===== src/hw/rtl/fracadd_pkg.sv =====
// ---------------------------------------------------------------------------
// Fraction add and reduce package
// Widths, shared types and the sequencer and divider states for the fraction adder.
// ---------------------------------------------------------------------------
package fracadd_pkg;

   // Width of an input numerator; denominators are one bit narrower.
   localparam int IN_WIDTH   = 32;
   localparam int DEN_WIDTH  = IN_WIDTH - 1;
   // Full product width and the magnitude width of any cross term.
   localparam int PROD_WIDTH = 2 * IN_WIDTH;
   localparam int MAG_WIDTH  = PROD_WIDTH - 1;
   localparam int CNT_WIDTH  = $clog2(MAG_WIDTH);
   // Fixed widths of the result fields.
   localparam int SUM_NUM_WIDTH = 64;
   localparam int SUM_DEN_WIDTH = 63;

   // Operands of one input item.
   typedef struct packed {
      logic signed [IN_WIDTH-1:0] first_num;
      logic [DEN_WIDTH-1:0]       first_den;
      logic signed [IN_WIDTH-1:0] second_num;
      logic [DEN_WIDTH-1:0]       second_den;
   } fracadd_op_type;

   // Status and result of the sequencer toward the channel logic.
   typedef struct packed {
      logic                            idle;
      logic                            done;
      logic signed [SUM_NUM_WIDTH-1:0] sum_num;
      logic signed [SUM_DEN_WIDTH-1:0] sum_den;
   } fracadd_stat_type;

   // Request to the shared shift-subtract divider.
   typedef struct packed {
      logic                 start;
      logic [MAG_WIDTH-1:0] dividend;
      logic [MAG_WIDTH-1:0] divisor;
   } fracadd_divreq_type;

   // Answer from the shared shift-subtract divider.
   typedef struct packed {
      logic                 done;
      logic [MAG_WIDTH-1:0] quotient;
      logic [MAG_WIDTH-1:0] remainder;
   } fracadd_divrsp_type;

   typedef enum logic [1:0] {
      DIV_IDLE,
      DIV_UP,
      DIV_DOWN,
      DIV_DONE
   } fracadd_div_state_type;

   typedef enum logic [3:0] {
      CTRL_IDLE,
      CTRL_MUL_A,
      CTRL_MUL_B,
      CTRL_MUL_D,
      CTRL_SETUP,
      CTRL_EUC_CHECK,
      CTRL_EUC_WAIT,
      CTRL_QN_WAIT,
      CTRL_QD_START,
      CTRL_QD_WAIT,
      CTRL_HOLD
   } fracadd_ctrl_state_type;

endpackage


===== src/hw/rtl/fracadd_divu.sv =====
// ---------------------------------------------------------------------------
// Fraction adder shift-subtract divider
// Unsigned magnitude divider shared by the gcd loop and the two reducing divisions.
// ---------------------------------------------------------------------------
module fracadd_divu (
   input  logic                            clock,
   input  logic                            reset,
   input  fracadd_pkg::fracadd_divreq_type div_req,
   output fracadd_pkg::fracadd_divrsp_type div_rsp
);
   import fracadd_pkg::*;

   fracadd_div_state_type state_ff, state_in;
   logic [MAG_WIDTH-1:0]  rem_ff, rem_in;
   logic [MAG_WIDTH:0]    sh_ff, sh_in;
   logic [MAG_WIDTH-1:0]  quo_ff, quo_in;
   logic [CNT_WIDTH-1:0]  cnt_ff, cnt_in;
   logic [MAG_WIDTH:0]    cmp_op;
   logic [MAG_WIDTH:0]    diff;
   logic                  fits;

   // One comparator: doubled divisor while aligning, divisor while subtracting.
   assign cmp_op = (state_ff == DIV_UP) ? {sh_ff[MAG_WIDTH-1:0], 1'b0} : sh_ff;
   assign fits   = cmp_op <= {1'b0, rem_ff};
   assign diff   = {1'b0, rem_ff} - sh_ff;

   // Next state.
   always_comb begin
      state_in = state_ff;
      unique case (state_ff)
         DIV_IDLE: begin
            if (div_req.start) state_in = DIV_UP;
         end
         DIV_UP: begin
            if (!fits) state_in = DIV_DOWN;
         end
         DIV_DOWN: begin
            if (cnt_ff == '0) state_in = DIV_DONE;
         end
         DIV_DONE: begin
            state_in = div_req.start ? DIV_UP : DIV_IDLE;
         end
         default: state_in = DIV_IDLE;
      endcase
   end

   // Datapath updates and outputs.
   always_comb begin
      rem_in = rem_ff;
      sh_in  = sh_ff;
      quo_in = quo_ff;
      cnt_in = cnt_ff;
      div_rsp.done      = (state_ff == DIV_DONE);
      div_rsp.quotient  = quo_ff;
      div_rsp.remainder = rem_ff;
      unique case (state_ff)
         DIV_IDLE, DIV_DONE: begin
            if (div_req.start) begin
               rem_in = div_req.dividend;
               sh_in  = {1'b0, div_req.divisor};
               quo_in = '0;
               cnt_in = '0;
            end
         end
         DIV_UP: begin
            // Shift the divisor up until it just fits below the dividend.
            if (fits) begin
               sh_in  = {sh_ff[MAG_WIDTH-1:0], 1'b0};
               cnt_in = cnt_ff + 1'b1;
            end
         end
         DIV_DOWN: begin
            // One quotient bit per cycle, most significant first.
            if (fits) rem_in = diff[MAG_WIDTH-1:0];
            quo_in = {quo_ff[MAG_WIDTH-2:0], fits};
            if (cnt_ff != '0) begin
               sh_in  = {1'b0, sh_ff[MAG_WIDTH:1]};
               cnt_in = cnt_ff - 1'b1;
            end
         end
         default: begin
            rem_in = rem_ff;
         end
      endcase
   end

   always_ff @(posedge clock) begin
      if (reset) begin
         state_ff <= DIV_IDLE;
      end else begin
         state_ff <= state_in;
      end
   end

   always_ff @(posedge clock) begin
      rem_ff <= rem_in;
      sh_ff  <= sh_in;
      quo_ff <= quo_in;
      cnt_ff <= cnt_in;
   end

endmodule


===== config.mk =====
export PLATFORM = sky130hd
export DESIGN_NAME = fracadd_divu
export DESIGN_NICKNAME = d
export VERILOG_FILES = /design/src/hw/rtl/fracadd_pkg.sv /design/src/hw/rtl/fracadd_divu.sv
export SDC_FILE = /design/constraint.sdc
export NUM_CORES = 1
export LEC_CHECK = 0
export BUFFER_PORTS_ARGS = -buffer_cell sky130_fd_sc_hd__buf_2
export CAP_MARGIN = 20
export CORE_MARGIN = 2
export CORE_UTILIZATION = 32
export CTS_CLUSTER_DIAMETER = 100
export DETAILED_ROUTE_END_ITERATION = 12
export GPL_ROUTABILITY_DRIVEN = 0
export SYNTH_ARGS = -nofsm -noshare
export SYNTH_HDL_FRONTEND = slang
export SYNTH_SLANG_ARGS = --single-unit
export TNS_END_PERCENT = 10

===== constraint.sdc =====
create_clock -name clock -period 9.04 [get_ports clock]
set_input_delay 0.452 -clock clock [delete_from_list [all_inputs] [get_ports clock]]
set_output_delay 0.452 -clock clock [all_outputs]
set_load 0.02 [all_outputs]

Word level (Yosys, flattened, before mapping)
Cells that the tools add are included.

cells by class
  add/sub/neg operators = 3
  order comparisons = 1
  equality and inequality tests = 10
  muxes and demuxes = 19
  reductions and logical operators = 9

operators with widths
  operator                                              number
  2-to-1 mux 64 bit                                     4
  one-hot mux 63 bit (2 select lines)                   2
  one-hot mux 64 bit (3 select lines)                   1
  2-to-1 mux 63 bit                                     3
  <= comparator 64 x 63 -> 1 bit                        1
  subtractor 63 bit                                     1
  2-to-1 mux 6 bit                                      3
  one-hot mux 6 bit (3 select lines)                    1
  inequality test 2 bit (second input constant)         7
  AND reduction 3 bit                                   3
  one-hot mux 2 bit (4 select lines)                    1
  adder 6 x 1 -> 6 bit (second input constant)          1
  logical NOT 6 bit                                     1
  2-to-1 mux 2 bit                                      3
  nonzero test 6 bit                                    1
  subtractor 6 x 1 -> 6 bit (second input constant)     1
  equality test 2 bit (second input constant)           2
  equality test 2 x 1 -> 1 bit (second input constant)  1
  logical NOT 2 bit                                     1
  AND reduction 2 bit                                   1
  nonzero test 2 bit                                    1
  OR reduction 2 bit                                    1
  2-to-1 mux 1 bit                                      1

word-level totals
  bits in registers = 198
  input port bits = 129
  output and inout bits = 127
  logic and storage cells = 47

Longest topological paths before layout
  word-level depth = 5
  gate-level depth with buffers = 16
  mapped depth without buffers = 14

Least setup slack after synthesis
OpenSTA, ideal clock, no wires.

  kind = reg2reg
  from = reg state_ff[1]
  to = reg rem_ff[0] (enable)
  library setup time = 0.581 ns
  arrival time = 7.762 ns
  required time = 8.459 ns
  path slack = 0.697 ns
  cell stages (with the launch flop) = 15
  path buffers = 3
  clock period less this slack = 8.343 ns
  cells stage by stage = dfxtp_1 > inv_1 > ha_1 > clkbuf_1 > clkbuf_1 > clkbuf_1 > o21ai_0 > ha_1 > nand4_1 > or3_1 > nor3_1 > nand4_1 > or3_1 > o21a_1 > a21boi_0

between the ends
  cells in the longest elaborated chain, start to end = 5
  elaborated cells between the ends (all ways) = 11
  those cells by class = 1 x order compare; 5 x eq/ne; 1 x mux; 4 x reduce/logical

RTL lines
  what                                    line                source
  from (decl)                             fracadd_divu.sv:13  fracadd_div_state_type state_ff, state_in;
  from (signal assigned)                  fracadd_divu.sv:91  state_ff <= state_in;
  equality test 2 x 1 -> 1 bit            fracadd_divu.sv:23  assign cmp_op = (state_ff == DIV_UP) ? {sh_ff[MAG_WIDTH-1:0], 1'b0} : sh_ff;
  2-to-1 mux 64 bit                       fracadd_divu.sv:23
  <= comparator 64 x 63 -> 1 bit          fracadd_divu.sv:24  assign fits = cmp_op <= {1'b0, rem_ff};
  inequality test 2 bit (no source line)  --
  AND reduction 3 bit (no source line) *  --
  to (signal assigned)                    fracadd_divu.sv:96  rem_ff <= rem_in;
  to (decl)                               fracadd_divu.sv:14  logic [MAG_WIDTH-1:0] rem_ff, rem_in;

Every way passes the cells marked *; elsewhere a longest branch is shown, timed or not.
A chain may end at the register's enable or synchronous reset.

Final worst setup path
  from = reg state_ff[1]
  to = reg rem_ff[55] (enable)

Same word-level chain as after synthesis.

==> qor.yml <==
outcome:
  outcome: "finished, final reports clean"
setup_path:
  path_class: "register to register"
  reg2reg_depth: 11
  worstPathRequired_ns: 9.18
  crit_family: "simple AND/OR/NAND/NOR gates"
  cp.depth: 11
  slowest_stage: "a21boi_4"
  crit_fanout: 97
  crit_buf_inv: 3
  cp.arrival_ns: 5.86
  end_kind: "register"
  max_stage_delay_ns: 0.81
  startpoint_type: "register"
  crit_chain: "inv_1 > ha_4 > buf_4 > mux2_2 > or3_1 > nor3_1 > nand4_1 > or3_1 > o21a_1 > a21boi_4 > buf_4"
sta:
  slew_headroom_pct: 31.0
  clock_skew_ns: 0.0123
  min_period_ns: 5.71
  finalSetupTns_ns: 0
  max_slew.worst_pin.slew_ns: 1.03
  fin_ws_ns: 3.33
  min_period_over_period_pct: 63.2
  drv_slew: 0
  rsz0062_at_grt: "no"
  fmax_ghz: 0.175
  hold_violations: 0
  finalSetupViolCount: 0
cells_and_area:
  layout.nets: 2073
  area_delta_synth_final_pct: 16.6
  fin_util_pct: 37.8
  drive_above_1_share_pct: 20.0
logic_synthesis:
  syn_area_per_cell_um2: 9.15
  syn_inst: 1608
  synth_seq_cells: 198
  synth_edf_count: 196
  synth_nets: 1873
  yosysSeqAreaShare_pct: 40.3
  synth.cell_area_mm2: 0.0147
  yosys.cell_types.count: 66
  yosysWarnings: 0
  synth_ff_type: "edfxtp_1"
  async_reset_ff_share_pct: 0
min_path:
  holdPathStages: 2
  min_path_type: "input port to register"
grt:
  grt_first_pass_wirelength_mm: 67.8
  grt-busiest-layer: "met2"
  overflow: 0
  grt_max_degree: 98
  met2_usage_pct: 28.3
  groute.usage.overall_pct: 18.5
  met1_usage_pct: 24.5
  global_route.usage.met3_pct: 6.32
  grt_pass1_vias: 12200
  antenna_found_initial: 9
clock_network:
  cts_buffers: 17
  insertion_delay_ns: 0.50
  path_clk_slew_ns: 0.08
  h-tree-depth: 4
  holdBufCountCts: 0
  cts_buffer_depth: 2
  clock_sinks: 198
  post_cts_buffers: 0
  cts_tree: "built"
  cts_resized: 0
  cts_root_buf: "clkbuf_16"
detailed_routing:
  num_vias: 12700
  drc: 0
  routed_via_density: 5.24
  dr.pass1.iters: 6
  drt_iter0_drc: 880
  drt_wl_total_mm: 44.2
  ant_nets: 0
  wl_per_cell_um: 18.2
die:
  dieHeight_um: 218
  die_x_um: 218
  dieArea_mm2: 0.0477
  core_area_mm2: 0.0454
  start_util_pct: 32.4
  rows: 78
  io_pins: 256
placement:
  io_buffers: 255
  hpwl_mm: 34.1
  place_worst_setup_slack_ns: 3.26
job:
  cap_violations: 0
flip-flops by register name, summed over array words and instances (netlist names):
name / count
cnt_ff: 6
quo_ff: 63
rem_ff: 63
sh_ff: 64
state_ff: 2
per-layer routing:
layer  wire length, um  share of wire (%)  vias up
li1                  -                  -     6205
met3              3540                8.0       57
met4               975                2.2       10
met1             19700                 45     6025
met2             19900                 45      401
met5                67               0.15        -
stage by stage:
stage	hold slack, ns	cells	cell area, um2
floorplan	0.493	1608	14700
global placement	0.534	2388	16500
detailed placement	0.534	2389	16600
CTS	0.102	2420	17100
global route	0.120	2421	17100
finish	0.153	2424	17100
layout by cell type, fill, tap and decap left out, types with 10 or more instances in the layout:
| master | synthesis | routed |
|---|---|---|
| and3_1 | 10 | 10 |
| nand4_1 | 41 | 41 |
| o21a_1 | 14 | 14 |
| a21oi_1 | 105 | 104 |
| xor2_1 | 26 | 26 |
| and2_1 | 73 | 73 |
| o21ai_0 | 112 | 112 |
| ha_1 | 134 | 131 |
| nand3_1 | 14 | 14 |
| buf_2 | 8 | 255 |
| a31oi_1 | 71 | 71 |
| inv_1 | 155 | 155 |
| nor2b_1 | 14 | 14 |
| nor3_1 | 11 | 11 |
| a21o_1 | 58 | 58 |
| nand2b_1 | 10 | 10 |
| edfxtp_1 | 196 | 196 |
| o21bai_1 | 11 | 11 |
| mux2_2 | 51 | 51 |
| nor2_1 | 96 | 96 |
| nand2_1 | 193 | 193 |
| clkbuf_16 | 0 | 17 |
| xnor2_1 | 30 | 30 |
area by class of cell:
class	instances	area, um2
Sequential cell	198	5930
Fill cell	4642	28200
Multi-Input combinational cell	1171	7930
Timing Repair Buffer	265	1360
Inverter	155	582
Clock buffer	17	425
Clock inverter	14	155
Tap cell	600	751
Antenna cell	4	10.0
Yosys cell counts (30+ instances only):
library cell | instances | area share, %
o21ai_0 | 112 | 3.8
nand4_1 | 41 | 1.7
and2_1 | 73 | 3.1
mux2_2 | 51 | 3.9
nor2_1 | 96 | 2.5
xnor2_1 | 30 | 1.8
edfxtp_1 | 196 | 40
a21oi_1 | 105 | 3.6
ha_1 | 134 | 11
clkbuf_1 | 69 | 1.8
a21o_1 | 58 | 3.0
a31oi_1 | 71 | 3.0
nand2_1 | 193 | 4.9
inv_1 | 155 | 4.0
cells by family after synthesis:
kind of cell	after synthesis	synth area share, %
xor+xnor	56	3.34
simple gates	486	15.6
buf+inv	239	6.19
compound gates	441	18.9
fa+ha+maj	136	11.7
flops	198	40.3
mux	52	3.97
final timing paths:
path	start	to	slack, ns
max	state_ff[1]	rem_ff[55]	3.33
min	reset	state_ff[0]	0.15
max reg2reg	state_ff[1]	rem_ff[55]	3.33
min reg2reg	quo_ff[6]	quo_ff[7]	0.56
Power is not shown: default switching activity piles up to over one toggle a cycle in this logic, so the estimate is an artifact.
